## src/sih_pkg.sv

```systemverilog
// ----------------------------------------------------------------------------
// sih_pkg
// Shared types, constants and the FNV-1a step for the string intern table.
// ----------------------------------------------------------------------------
package sih_pkg;

	localparam int unsigned DEF_TABLE_SLOTS = 1024;
	localparam int unsigned DEF_ARENA_BYTES = 65536;
	localparam int unsigned MAX_KEY_LEN     = 64;
	localparam int unsigned KEY_AW          = $clog2(MAX_KEY_LEN);
	localparam int unsigned LEN_W           = 7;
	localparam int unsigned CFG_W           = 11;
	localparam logic [CFG_W-1:0] LIMIT_RESET = CFG_W'(768);

	localparam logic [63:0] FNV_BASIS = 64'hCBF2_9CE4_8422_2325;

	// status codes
	localparam logic [2:0] ST_FOUND      = 3'd0;
	localparam logic [2:0] ST_INSERTED   = 3'd1;
	localparam logic [2:0] ST_EMPTY      = 3'd2;
	localparam logic [2:0] ST_TABLE_FULL = 3'd3;
	localparam logic [2:0] ST_ARENA_FULL = 3'd4;
	localparam logic [2:0] ST_TOO_LONG   = 3'd5;
	localparam logic [2:0] ST_CLEARED    = 3'd6;

	// one finished key (or a clear) handed from front to back
	typedef struct packed {
		logic             clear;
		logic             overflow;
		logic [LEN_W-1:0] len;
		logic [63:0]      hash;
	} job_t;

	typedef enum logic [3:0] {
		BS_IDLE,
		BS_PROBE,
		BS_CHECK,
		BS_CMP,
		BS_CMP_CHK,
		BS_COPY,
		BS_COPY_WR,
		BS_TERM,
		BS_WIPE
	} back_state_t;

	// (h ^ b) * prime, prime = 2^40 + 0x1B3, as shifts and adds
	function automatic logic [63:0] fnv_step(input logic [63:0] h, input logic [7:0] b);
		logic [63:0] x;
		begin
			x = h ^ {56'd0, b};
			return (x << 40) + x + (x << 1) + (x << 4) + (x << 5) + (x << 7) + (x << 8);
		end
	endfunction

endpackage

```

## src/sih_fifo.sv

```systemverilog
// ----------------------------------------------------------------------------
// sih_fifo
// Two-entry job queue between front and back.
// ----------------------------------------------------------------------------
module sih_fifo (
	input  logic          clk,
	input  logic          arst_n,
	input  logic          enq,
	input  sih_pkg::job_t enq_job,
	output logic          enq_ready,
	input  logic          deq,
	output sih_pkg::job_t deq_job,
	output logic          deq_valid
);
	import sih_pkg::*;

	job_t       mem_q [2];
	logic       wp_q;
	logic       rp_q;
	logic [1:0] cnt_q;

	assign enq_ready = (cnt_q != 2'd2);
	assign deq_valid = (cnt_q != 2'd0);
	assign deq_job   = mem_q[rp_q];

	always_ff @(posedge clk) begin
		if (enq && enq_ready) mem_q[wp_q] <= enq_job;
	end

	// pointers and fill
	always_ff @(posedge clk or negedge arst_n) begin
		if (!arst_n) begin
			wp_q  <= 1'b0;
			rp_q  <= 1'b0;
			cnt_q <= '0;
		end else begin
			if (enq && enq_ready) wp_q <= !wp_q;
			if (deq && deq_valid) rp_q <= !rp_q;
			cnt_q <= cnt_q + 2'((enq && enq_ready) ? 1 : 0) - 2'((deq && deq_valid) ? 1 : 0);
		end
	end

endmodule

```

## config.mk

```make
export PLATFORM = sky130hd
export DESIGN_NAME = sih_fifo
export DESIGN_NICKNAME = d
export VERILOG_FILES = /design/src/sih_pkg.sv /design/src/sih_fifo.sv
export SDC_FILE = /design/constraint.sdc
export NUM_CORES = 1
export LEC_CHECK = 0
export BUFFER_PORTS_ARGS = -buffer_cell sky130_fd_sc_hd__buf_2
export CAP_MARGIN = 20
export CORE_UTILIZATION = 52
export DETAILED_ROUTE_END_ITERATION = 8
export GPL_ROUTABILITY_DRIVEN = 0
export PLACE_DENSITY_LB_ADDON = 0.3
export SETUP_SLACK_MARGIN = 0.15
export SYNTH_ARGS = -nofsm -noshare
export SYNTH_HDL_FRONTEND = slang
export SYNTH_SLANG_ARGS = --single-unit
```

## constraint.sdc

```tcl
create_clock -name clk -period 5.8 [get_ports clk]
set_input_delay 0.87 -clock clk [delete_from_list [all_inputs] [get_ports clk]]
set_output_delay 0.87 -clock clk [all_outputs]
set_load 0.02 [all_outputs]
```

==> flow_summary.toml, run 1 <==
[floorplanning]
start_util = 0.536
die_h_um = 105
core_um2 = 10300
std_cell_rows = 37
ios = 152
dieArea_um2 = 11000
die_w_um = 105

[global_route]
grt_pass1_vias = 2840
antenna_found_initial = 0
gr-total-overflow = 0
grt_pass1_wl_um = 13900
grt_usage = 0.171
grt_max_degree = 75

[layout]
drive_gt1_frac = 0.597
final_common_cell = "buf_2"
areaGrowthSynthToFinish_pct = 24.6
final-seq-area_um2 = 4490
multiInputGateArea_um2 = 956
finish.net_count = 491
n_fill_cell = 764
design_area_um2 = 6870
antenna_cells = 0
final_cell_mix = "buf_2 (151), edfxtp_1 (146), mux2_2 (73)"

[worst_setup_path]
cp-start-kind = "register"
reg2reg_slack_ns = 3.85
worst_setup_path_end_kind = "primary output"
criticalPathCategory = "register to primary output"
cp.arrival_ns = 2.22
r2r_cells = 2
cp_slowest_stage_delay_ns = 1.08
worst_path_max_delay_cell = "dfrtp_4"
worst_ep_required_time_ns = 4.93
cp_max_fo = 74
cp_cell_sequence = "mux2_2, buf_2"
path_depth = 2
cp_num_buf_inv = 1
cp_top_family = "flip-flops"

[timing]
setup_ws_ns = 2.71
setup_viol = 0
rsz0062_at_grt = "no"
tightest_slew_ns = 1.02
fin_crit_sh = 0.532
clock_skew_ns = 0.00628
maxSlewViolCount = 0
period_needed_ns = 3.09
slew_headroom = 0.320
fin_setup_tns_ns = 0
hold_viol = 0
max_freq_mhz = 324
hold_ws_ns = 0.158

[detailed_routing]
vias_per_cell = 5.05
finalWirelength_um = 9040
dr.pass1.iters = 4
remaining_drc_errors = 0
wl_per_cell_um = 16.1
ant_nets = 0
vias = 2829
drt_iter0_drc = 111

[clock_tree]
htree_levels = 4
tritoncts = "done"
cts_sinks = 150
cts_made_buffers = 17
post_cts_resized = 0
cts_buffer_depth = 2
clk_pin_slew_worst_paths_ns = 0.06
cts_root_buf = "clkbuf_8"
clk_latency_ns = 0.50
cts_hold_buf = 0
post-cts-setup-buffers = 0

[pwr]
powerDensity_nw_per_um2 = 523
power_w = 0.00359
ir_worst_vdd_mv = 0.435
p_leak_nw = 2.58

[yosys]
syn_nets = 327
synth_area_leaders = "edfxtp_1 (80%), mux2_2 (15%), dfrtp_1 (1.8%)"
ys.warnings.count = 0
synth_cells = 249
yosysTopAreaCell = "edfxtp_1"
yosys_register_bits = 150
synth_area_um2 = 5510
ys_types = 19
synth.avg_cell_area_um2 = 22.1
synth_top_area_frac = 0.796
yosysSeqAreaShare = 0.814

[placement]
placed_cell_area_um2 = 6380
numPortBuffers = 151
place_ws_ns = 2.78
post-dp-hpwl_um = 5560

[min_path]
hp-class = "input pin to asynchronous set/reset pin"

[run_status]
status = "finished, final reports clean"

[job]
cap_violations = 0
-- worst register-to-register path: cells and delay by family (launching register included) --
kind	cells	cell delay, ns
flip-flops	1	0.43
AND/OR/NAND/NOR	2	1.08
-- kinds of logic (layout without fill, tap and decap cells) --
group	Yosys count	in the layout	synth area share
adders and majority gates	1	1	0.00227
muxes	73	73	0.149
DFF	150	150	0.814
and+or+nand+nor	11	11	0.0109
xor gates and xnor gates	3	3	0.00477
buffers and inverters	8	183	0.0145
AOI/OAI and AO/OA	3	3	0.00431
-- Yosys cell counts, drive strengths merged --
master and number:
ha 1, nor4bb 1, nand2b 1, xnor2 3, nand2 2, buf 8
a311oi 1, dfrtp 4, edfxtp 146, mux2 73, o21ai 1, and3 1
nor2b 1, o21ba 1, nand3 1, nor2 3, or2 1
-- area by class of cell --
cell class | instances | area share
clock buffers | 22 | 0.0630
clock inverters | 8 | 0.00528
multi-input cells | 91 | 0.139
flip-flops and latches | 150 | 0.654
well taps | 136 | 0.0248
repair buffers | 153 | 0.114
-- stage by stage --
stage,instances,util
after floorplan,249,-
after global placement,529,0.621
after detailed placement,529,0.621
after CTS,559,0.666
after global routing,560,0.668
final,560,0.668
-- final timing paths --
check,start,endpoint
max in group asynchronous,arst_n,rp_q
min in group clk,enq_job[70],mem_q[1][70]
worst max register to register,cnt_q[0],mem_q[1][51]
worst max-delay path,rp_q,deq_job[28]
worst min register to register,wp_q,wp_q
worst min-delay path,arst_n,cnt_q[0]
-- routing by layer --
metal / up-vias / GRT usage / routed length [um]
li1: 1325 / - / -
met1: 1381 / 0.205 / 3770
met2: 111 / 0.277 / 4460
met3: 12 / 0.0680 / 696
met4: 0 / 0.0694 / 114
met5: - / 0 / 0
-- state kept, by name, indices dropped and copies added (netlist names) --
name and cells:
wp_q 1, rp_q 1, cnt_q 2, mem_q 146
-- power breakdown --
part / switching (W) / internal (W)
registers: 0.000162 / 0.00149
logic: 0.000615 / 0.000457
clock network: 0.000360 / 0.000510
total: 0.00114 / 0.00245
No activity file was read; power rests on OpenSTA's default activity.
==> inputs of run 2 (changes only) <==
- CORE_UTILIZATION: 52 -> 47
- clock period: 5.8 -> 2.54 ns (I/O delays scaled with it)
==> flow_summary.toml, run 2 (synthesis gave the netlist of run 1 again) <==
[run_status]
status = "finished, final reports clean"

[clock_tree]
cts_buffer_depth = 2
clk_latency_ns = 0.41
htree_levels = 4
post_cts_resized = 0
clk_pin_slew_worst_paths_ns = 0.06
cts_hold_buf = 1
cts_sinks = 150
cts_made_buffers = 17
tritoncts = "done"
cts_root_buf = "clkbuf_16"
post-cts-setup-buffers = 0

[worst_setup_path]
reg2reg_slack_ns = 0.68
criticalPathCategory = "register to primary output"
cp_max_fo = 32
reg2reg_to = "mem_q[0][7]"
worst_setup_path_end_kind = "primary output"
worst_ep_required_time_ns = 2.16
cp_top_family = "flip-flops"
cp.arrival_ns = 1.85
worst_path_max_delay_cell = "dfrtp_4"
cp_num_buf_inv = 2
r2r_cells = 4
r2r-start = "cnt_q[0]"
cp-start-kind = "register"
cp_cell_sequence = "buf_12, mux2_2, buf_2"
cp_slowest_stage_delay_ns = 0.63

[layout]
drive_gt1_frac = 0.613
reg_top3 = "mem_q: 146 flops, cnt_q: 2 flops"
finish.net_count = 497
areaGrowthSynthToFinish_pct = 28.1
final_cell_mix = "buf_2 (151), edfxtp_1 (146), mux2_2 (73)"
final_core_util = 0.618
largest_reg_flops = 146
max_flop_register = "mem_q"
antenna_cells = 0
final_cells = 575
design_area_um2 = 7060
final_common_cell = "buf_2"

[pwr]
p_leak_nw = 2.66
ir_worst_vdd_mv = 0.612
powerDensity_nw_per_um2 = 1230

[timing]
hold_viol = 0
period_needed_ns = 2.23
fin_crit_sh = 0.877
rsz0062_at_grt = "no"
slew_headroom = 0.602
clock_skew_ns = 0.00862
tightest_slew_ns = 0.596
setup_ws_ns = 0.311
fin_setup_tns_ns = 0
max_freq_mhz = 449
maxSlewViolCount = 0
setup_viol = 0

[min_path]
hold_path_end = "mem_q[1][71]"
hold_start = "enq_job[71]"
holdPathStages = 1
hp-class = "input pin to register"

[global_route]
use_met2 = 0.268
grt_max_degree = 34
top_usage_layer = "met2"
gr-total-overflow = 0
grt_pass1_vias = 2876
grt_usage = 0.159
antenna_found_initial = 0
use_met1 = 0.184
grt_pass1_wl_um = 13800
use_met3 = 0.0582

[floorplanning]
core_um2 = 11400
std_cell_rows = 39
ios = 152
dieArea_um2 = 12200
die_w_um = 110
die_h_um = 110
start_util = 0.482

[detailed_routing]
vias_per_cell = 5.00
dr.pass1.iters = 4
wl_per_cell_um = 16.7
ant_nets = 0
vias = 2873
finalWirelength_um = 9600
drt_iter0_drc = 134
remaining_drc_errors = 0

[placement]
placed_cell_area_um2 = 6480
dp_cells = 542
place_ws_ns = 0.656
numPortBuffers = 151
post-dp-hpwl_um = 6400

[job]
cap_violations = 0
-- run 2: cell types whose count changed in the layout (fill, tap and decap cells not counted), sizes merged --
cell / previous run / this run
buf: 153 / 158
bufinv: 0 / 2
clkbuf: 22 / 19
clkinv: 8 / 7
clkinvlp: 0 / 3
dlygate4sd3: 0 / 1
inv: 0 / 1
-- run 2: how the worst max path moves through the flow --
stage,start,cells after the start,end
CTS,rp_q,3,deq_job[49]
global placement,cnt_q[0],4,mem_q[0][11]
floorplan,cnt_q[0],3,mem_q[0][0]
global route,rp_q,3,deq_job[44]
detailed placement,cnt_q[0],4,mem_q[0][12]
finish,rp_q,3,deq_job[26]
-- run 2: where the power goes --
group	total, W	switching [W]	leakage [nW]	internal [W]
Combinational	0.00272	0.00159	0.981	0.00113
Clock	0.00236	0.000918	0.271	0.00144
Sequential	0.00360	0.000211	1.40	0.00339
-- run 2: routing by layer --
layer | wire, um | share of wire | vias to the layer above
li1 | - | - | 1334
met1 | 3910 | 0.41 | 1428
met2 | 4900 | 0.51 | 98
met3 | 691 | 0.072 | 13
met4 | 104 | 0.011 | 0
met5 | 0 | 0 | -
-- run 2: cell type report --
class / instances / area, um^2
flip-flops and latches: 150 / 4490
fillers: 838 / 4360
multi-input cells: 91 / 956
repair buffers: 159 / 868
clock buffers: 19 / 433
well taps: 143 / 179
clock inverters: 13 / 133
-- run 2: worst register-to-register path: stages (launching register included) --
cell and delay, ns:
dfrtp_1 0.42, nand2b_1 0.19, nand2_1 0.13, nor2_4 0.49
buf_12 0.30
-- run 2: per-stage QoR --
stage	power, W	hold WS [ns]
global placement	0.00635	0.196
floorplan	0.00553	0.0854
detailed placement	0.00641	0.202
global route	0.00909	0.140
CTS	0.00880	0.139
finish	0.00867	0.161
