`config.mk`:
```
export PLATFORM = sky130hd
export DESIGN_NAME = sih_front
export DESIGN_NICKNAME = d
export VERILOG_FILES = /design/src/sih_pkg.sv /design/src/sih_front.sv
export SDC_FILE = /design/constraint.sdc
export NUM_CORES = 1
export LEC_CHECK = 0
export BUFFER_PORTS_ARGS = -buffer_cell sky130_fd_sc_hd__buf_2
export CORE_AREA = 2 2 316 318
export DETAILED_ROUTE_END_ITERATION = 10
export DIE_AREA = 0 0 318 320
export MAX_ROUTING_LAYER = met4
export PLACE_DENSITY = 0.57
export SLEW_MARGIN = 20
export SYNTH_ARGS = -nofsm -noshare
export SYNTH_HDL_FRONTEND = slang
export SYNTH_SLANG_ARGS = --single-unit
```
`constraint.sdc`:
```
create_clock -name clk -period 9 [get_ports clk]
set_clock_uncertainty 0.1 [all_clocks]
set_input_delay 1.8 -clock clk [delete_from_list [all_inputs] [get_ports clk]]
set_output_delay 1.8 -clock clk [all_outputs]
set_load 0.05 [all_outputs]
```
`src/sih_pkg.sv`:
```
// ----------------------------------------------------------------------------
// sih_pkg
// Shared types, constants and the FNV-1a step for the string intern table.
// ----------------------------------------------------------------------------
package sih_pkg;

	localparam int unsigned DEF_TABLE_SLOTS = 1024;
	localparam int unsigned DEF_ARENA_BYTES = 65536;
	localparam int unsigned MAX_KEY_LEN     = 64;
	localparam int unsigned KEY_AW          = $clog2(MAX_KEY_LEN);
	localparam int unsigned LEN_W           = 7;
	localparam int unsigned CFG_W           = 11;
	localparam logic [CFG_W-1:0] LIMIT_RESET = CFG_W'(768);

	localparam logic [63:0] FNV_BASIS = 64'hCBF2_9CE4_8422_2325;

	// status codes
	localparam logic [2:0] ST_FOUND      = 3'd0;
	localparam logic [2:0] ST_INSERTED   = 3'd1;
	localparam logic [2:0] ST_EMPTY      = 3'd2;
	localparam logic [2:0] ST_TABLE_FULL = 3'd3;
	localparam logic [2:0] ST_ARENA_FULL = 3'd4;
	localparam logic [2:0] ST_TOO_LONG   = 3'd5;
	localparam logic [2:0] ST_CLEARED    = 3'd6;

	// one finished key (or a clear) handed from front to back
	typedef struct packed {
		logic             clear;
		logic             overflow;
		logic [LEN_W-1:0] len;
		logic [63:0]      hash;
	} job_t;

	typedef enum logic [3:0] {
		BS_IDLE,
		BS_PROBE,
		BS_CHECK,
		BS_CMP,
		BS_CMP_CHK,
		BS_COPY,
		BS_COPY_WR,
		BS_TERM,
		BS_WIPE
	} back_state_t;

	// (h ^ b) * prime, prime = 2^40 + 0x1B3, as shifts and adds
	function automatic logic [63:0] fnv_step(input logic [63:0] h, input logic [7:0] b);
		logic [63:0] x;
		begin
			x = h ^ {56'd0, b};
			return (x << 40) + x + (x << 1) + (x << 4) + (x << 5) + (x << 7) + (x << 8);
		end
	endfunction

endpackage

```
`src/sih_front.sv`:
```
// ----------------------------------------------------------------------------
// sih_front
// Takes key bytes, hashes them, buffers the key and queues finished keys.
// ----------------------------------------------------------------------------
module sih_front (
	input  logic                      clk,
	input  logic                      arst_n,
	input  logic                      accept,
	input  logic                      command,
	input  logic [7:0]                key_byte,
	input  logic                      key_last,
	output logic                      push,
	output sih_pkg::job_t             job,
	input  logic [sih_pkg::KEY_AW-1:0] kb_raddr,
	output logic [7:0]                kb_rdata
);
	import sih_pkg::*;

	logic [7:0]       key_mem [MAX_KEY_LEN];
	logic [LEN_W-1:0] seen_q;
	logic [63:0]      hash_q;
	logic             ovf_q;
	logic             ended_q;

	logic [63:0] hash_nxt;
	logic        live;
	logic        take;
	logic        ovf_now;

	// classify the byte
	assign hash_nxt = fnv_step(hash_q, key_byte);
	assign live     = !ended_q && (key_byte != 8'd0);
	assign take     = live && (seen_q < LEN_W'(MAX_KEY_LEN));
	assign ovf_now  = live && !take;

	assign push          = accept && (command || key_last);
	assign job.clear     = command;
	assign job.overflow  = ovf_q || ovf_now;
	assign job.len       = take ? seen_q + LEN_W'(1) : seen_q;
	assign job.hash      = take ? hash_nxt : hash_q;

	// key assembly state
	always_ff @(posedge clk or negedge arst_n) begin
		if (!arst_n) begin
			seen_q  <= '0;
			hash_q  <= FNV_BASIS;
			ovf_q   <= 1'b0;
			ended_q <= 1'b0;
		end else if (accept) begin
			if (command || key_last) begin
				seen_q  <= '0;
				hash_q  <= FNV_BASIS;
				ovf_q   <= 1'b0;
				ended_q <= 1'b0;
			end else begin
				if (take) begin
					seen_q <= seen_q + LEN_W'(1);
					hash_q <= hash_nxt;
				end
				if (ovf_now) ovf_q <= 1'b1;
				if (!ended_q && key_byte == 8'd0) ended_q <= 1'b1;
			end
		end
	end

	// key buffer, one write and one registered read
	always_ff @(posedge clk) begin
		if (accept && !command && take) key_mem[seen_q[KEY_AW-1:0]] <= key_byte;
		kb_rdata <= key_mem[kb_raddr];
	end

endmodule

```
==> metrics.txt, run 1 <==
grt total ovfl=0; Final Cycle Share=97.6%; largest net degree at the start of global routing=67; design area=0.0389 mm2; Placed Area=0.0366 mm2; syn_nets=2796; Clock transition at path regs=0.06 ns; setup violators final=0; Iter 0 DRT Violations=1711; met2 Use GR=30.1%; vias in the first global route=21700; ranking of synthesized cells by area=edfxtp_1, fa_1, mux4_2; fin. max-slew vios=0; leading area contributor after synthesis=edfxtp_1; Syn Inst Count=2421; H-tree depth=3; Critical Path Sink Type=output port; FMAX=0.114 GHz; die area=0.102 mm2; GR Util met1=24.2%; count of hold-fix buffers inserted at cts=0; mean post-synth cell area=14.1 um2; Post-synth EDFFs=512; Num CTS Buffers=67; Final min period=8.78 ns; HPWL Detailed=64200 um; layout cells sized above 1=20.0%; n_diodes=0; clk_lat worst skew=0.63 ns; Rows=115; Yosys warning count=0; top cell type's share of synthesized area=45.0%; gr usage total=18.8%; worst hold path type=reg -> reg; Global Route met3 Usage=3.12%; Initial Utilization=34.9%; port bufs=100; Layout area overhead=13.7%; die width=318 um; Routed Wire Length=91000 um; fin worst setup slack=0.220 ns; # IOs=101; flop2flop setup slack=3.01 ns; Crit Path Category=in -> out; ys async rst share=12.3%; Worst EP arrival=6.88 ns; vias per cell=5.16; global route hottest layer=met2; first-pass GRT wire length=139000 um; RD Place Congestion=0.887; CTS tree=yes; Mapped Area=0.0342 mm2; Critical Path Start Type=input port; library cells used by synthesis=84; maxcap violations=0; status=completed; Remaining DRCs=0; Die H=320 um; clk buf depth=3; DRT Pass-1 Iters=7; FF+latch count, synth=593; Via Count=20200; WL per Instance=23.3 um; Top FF cell, synth=edfxtp_1; root buffer selected by CTS=clkbuf_16; CP Max Fanout=6; Routed Antenna Nets=0; Tightest Pin Transition=1.01 ns; count of final hold-check violations=0; Worst EP required=7.10 ns; pre-CTS setup slack=0.0436 ns; CTS sink count=593; RSZ-0062 raised after global routing=true; core area=0.0980 mm2; Final Net Count=2942; Worst slew margin=32.4%; initial antenna violation count=1; sequential area share after synthesis=50.9%
## kinds of logic after synthesis
family | Yosys count | synth area share, %
XOR/XNOR | 81 | 2.08
adder cells (fa/ha/maj) | 356 | 18.4
flip-flops | 593 | 50.9
AO/OA/AOI/OAI | 352 | 6.97
AND/OR/NAND/NOR | 367 | 4.86
buffers and inverters | 501 | 5.63
multiplexers | 171 | 11.2
## final timing paths
path	start	endpoint	cells past startpoint
max reg2reg	hash_q[37]	hash_q[63]	19
min reg2reg	hash_q[11]	hash_q[11]	1
min	hash_q[11]	hash_q[11]	1
min in group asynchronous	arst_n	hash_q[58]	1
max in group asynchronous	arst_n	seen_q[4]	2
max	key_byte[6]	job[58]	19
## layout make-up
class                      count  area, um2
clock buffer                  83       1750
timing repair buffer         177       1250
inverter                     401       1510
fill                        9107      59100
sequential                   593      17400
tap                         1287       1610
clock inverter                38        385
multi-input combinational   1327      15000
## cell usage after synthesis, types with 17 or more instances
cell      number
o21ai_0       89
a21o_1        31
mux4_2       168
nand4_1       20
nor2_1       110
buf_2         20
xnor2_1       51
nand3_1       28
ha_1         111
clkbuf_1      70
edfxtp_1     512
xor2_1        30
nand2_1      146
o22ai_1       17
dfstp_2       28
inv_1        400
dfrtp_1       45
o21ai_1       20
fa_1         245
a21oi_1       77
## registers in the layout (all words and copies together), names as in the netlist
register and cells:
kb_rdata 8, ended_q 1, seen_q 7, hash_q 64
ovf_q 1, key_mem 512
## stage by stage
stage | utilization, % | hold slack, ns | TNS [ns] | cells
floorplan | - | 0.373 | 0 | 2421
global placement | 37.4 | 0.393 | 0 | 3783
detailed placement | 37.4 | 0.395 | 0 | 3783
CTS | 39.6 | 0.411 | 0 | 3905
global route | 39.7 | 0.424 | -0.345 | 3906
finish | 39.7 | 0.414 | 0 | 3906
## worst max-delay path, cell delays in order
cell and delay [ns]:
buf_2 0.23, xor2_2 0.27, inv_1 0.16, fa_1 0.52, inv_1 0.05, fa_1 0.55, fa_1 0.42, ha_1 0.29
ha_1 0.29, o21ai_0 0.19, or3b_4 0.42, o21a_1 0.19, o21ai_2 0.24, a31oi_1 0.18, o21ai_2 0.28, a311oi_2 0.15
xor2_1 0.28, o21ai_1 0.09, clkbuf_4 0.24
## timing repair
| item | 4_1_cts | 5_1_grt |
|---|---|---|
| pin swaps | 0 | 7 |
| endpoints found under the setup margin | 1 | 32 |
| setup buffers | 1 | 1 |
| endpoints found under the hold margin | 0 | 0 |
| cloned | 0 | 0 |
| resized for setup | 0 | 28 |
## cell usage in the layout (no fill, tap or decap), types with 76 or more instances in the layout
master / n
a21oi_1: 76
nand2_1: 146
fa_1: 245
inv_1: 400
ha_1: 110
edfxtp_1: 512
mux4_2: 168
buf_4: 81
o21ai_0: 82
buf_2: 81
nor2_1: 108
## per-layer routing
layer	up-vias	part of all wire, %
met2	587	49
met4	0	3.4
met1	10500	43
li1	8919	-
met3	139	5.4
met5	-	0
Power of run 1 is left out: the tool's default activity adds up to more than one toggle a clock period on the data nets, which glitch-free logic cannot reach.
==> run 2: changes to the inputs <==
- CORE_AREA: 2 2 316 318 -> 2 2 265 267
- DIE_AREA: 0 0 318 320 -> 0 0 267 269
- PLACE_DENSITY: 0.57 -> 0.73
==> run 2 against run 1 <==
Final cell count down 9.5%. Count of clock-buffer cells in the layout decreased by 14. Cell area fell by 2.2%. Hold slack lost 0.010 ns. Global-route usage rose by 7.6 points. Register-to-register slack better by 0.04 ns. Critical path type unchanged. Sequential share of layout area up 0.98 points. Sequential cell count is the same. Non-clock buffer count shrank 21. Maximum frequency decreased by 1.0%. Setup slack worse by 0.089 ns. Die area decreased by 29%.
==> metrics.txt, run 2 (synthesis results as in run 1) <==
Iter 0 DRT Violations=2038 (+19%); vias in the first global route=21300 (-1.6%); most frequent cells in the layout=edfxtp_1, inv_1, fa_1; maxcap violations=0 (unchanged); Num CTS Buffers=61 (-9.0%); RD Place Congestion=0.986 (+11%); vias per cell=5.88 (+14%); root buffer selected by CTS=clkbuf_16; DRT Pass-1 Iters=8 (+1); die area=0.0718 mm2 (-29%); status=completed; # fillers=5472 (-40%); Worst EP arrival=6.97 ns (+0.09 ns); initial antenna violation count=4 (+3); Die H=269 um (-16%); Critical Path Sink Type=output port; grt total ovfl=0 (unchanged); flop2flop setup slack=3.05 ns (+0.04 ns); RSZ-0062 raised after global routing=true; Clock transition at path regs=0.06 ns (about the same); CTS sink count=593 (unchanged); Rows=97 (-16%); Initial Utilization=49.3% (+14 points); layout cells sized above 1=19.3% (-0.72 points); FMAX=0.113 GHz (-1.0%); count of final hold-check violations=0 (unchanged); largest net degree at the start of global routing=85 (+27%); gr usage total=26.4% (+7.6 points); WL per Instance=25.4 um (+9.0%); clk buf depth=3 (unchanged); design area=0.0380 mm2 (-2.2%); Routed Wire Length=89700 um (-1.4%); Final Net Count=2915 (-0.92%); die width=267 um (-16%); Worst EP required=7.10 ns (about the same); CTS tree=yes; Final min period=8.87 ns (+0.0891 ns); Reg-to-Reg Start=hash_q[21]; Routed Antenna Nets=0 (unchanged); fin. max-slew vios=0 (unchanged); # IOs=101 (unchanged); Final Cycle Share=98.5% (+0.99 points); Remaining DRCs=0 (unchanged); Layout area overhead=11.3%; Tightest Pin Transition=0.993 ns (-0.0208 ns); R2R cell count=18 (-1); port bufs=100 (unchanged); setup violators final=0 (unchanged); Placed Area=0.0359 mm2 (-2.0%); first-pass GRT wire length=135000 um (-2.3%); commonest non-fill, non-tap cell in the layout=edfxtp_1; FF-to-FF End=hash_q[55]; worst hold path type=reg -> reg; CP Max Fanout=5 (-1); Via Count=20800 (+3.0%); count of hold-fix buffers inserted at cts=0 (unchanged); clk_lat worst skew=0.65 ns (+0.02 ns); Worst slew margin=33.8% (+1.4 points); Critical Path Start Type=input port; HPWL Detailed=62600 um (-2.6%); Worst Min Path Start=hash_q[11]; Crit Path Category=in -> out; H-tree depth=2 (-1); core area=0.0693 mm2 (-29%); max FFs per register=512 (unchanged); CP startpoint=key_byte[7]; Critical Path Sink=job[57]
[run 2: critical path: stages]
cell       delay (ns)
buf_2            0.23
xor2_2           0.18
buf_4            0.19
fa_1             0.47
fa_1             0.57
fa_1             0.41
ha_1             0.29
ha_1             0.32
a2111oi_1        0.45
o21ai_0          0.20
buf_4            0.20
nand3_1          0.09
o211ai_2         0.13
a21oi_2          0.25
o21ai_2          0.16
a41oi_1          0.40
xor2_1           0.16
o21ai_1          0.16
buf_2            0.29
[run 2: layout make-up]
type | instances | area [um2] | share of cell area [%]
sequential | 593 | 17400 | 45.7
clock inverter | 46 | 495 | 1.30
multi-input combinational | 1327 | 14900 | 39.3
timing repair buffer | 156 | 966 | 2.54
inverter | 401 | 1510 | 3.96
antenna | 2 | 5.00 | 0.0132
clock buffer | 69 | 1560 | 4.09
tap | 940 | 1180 | 3.09
[run 2: timing repair]
| action | 4_1_cts | 5_1_grt |
|---|---|---|
| gates cloned | 0 | 0 |
| setup buffers | 0 | 2 |
| setup endpoints to repair | 1 | 22 |
| pin swaps | 0 | 2 |
| gates resized for setup | 1 | 18 |
[run 2: layer usage]
metal,vias to the layer above,wire length [um],track usage (%)
li1,8866,-,-
met1,10700,35600,35.4
met2,1026,43500,41.5
met3,168,7280,4.22
met4,0,3320,8.91
met5,-,0,-
[run 2: how the worst min path moves through the flow]
| stage | endpoint | slack, ns | cells past startpoint |
|---|---|---|---|
| detailed placement | hash_q[11] | 0.39 | 1 |
| global route | hash_q[11] | 0.42 | 1 |
| CTS | hash_q[11] | 0.41 | 1 |
| finish | hash_q[11] | 0.40 | 1 |
| floorplan | hash_q[11] | 0.37 | 1 |
| global placement | hash_q[11] | 0.39 | 1 |
[run 2: through the flow]
stage / utilization (%) / setup slack [ns] / setup TNS [ns] / instances / hold WS [ns]
after floorplan: - / 0.00123 / 0 / 2421 / 0.373
after global placement: 51.8 / -0.0139 / -0.0139 / 3415 / 0.389
after detailed placement: 51.8 / -0.0311 / -0.0311 / 3415 / 0.394
after CTS: 54.8 / 0.0533 / 0 / 3530 / 0.409
after global routing: 54.9 / -0.0817 / -0.247 / 3534 / 0.423
final: 54.9 / 0.131 / 0 / 3534 / 0.404
Power of run 2 is left out for the same reason.
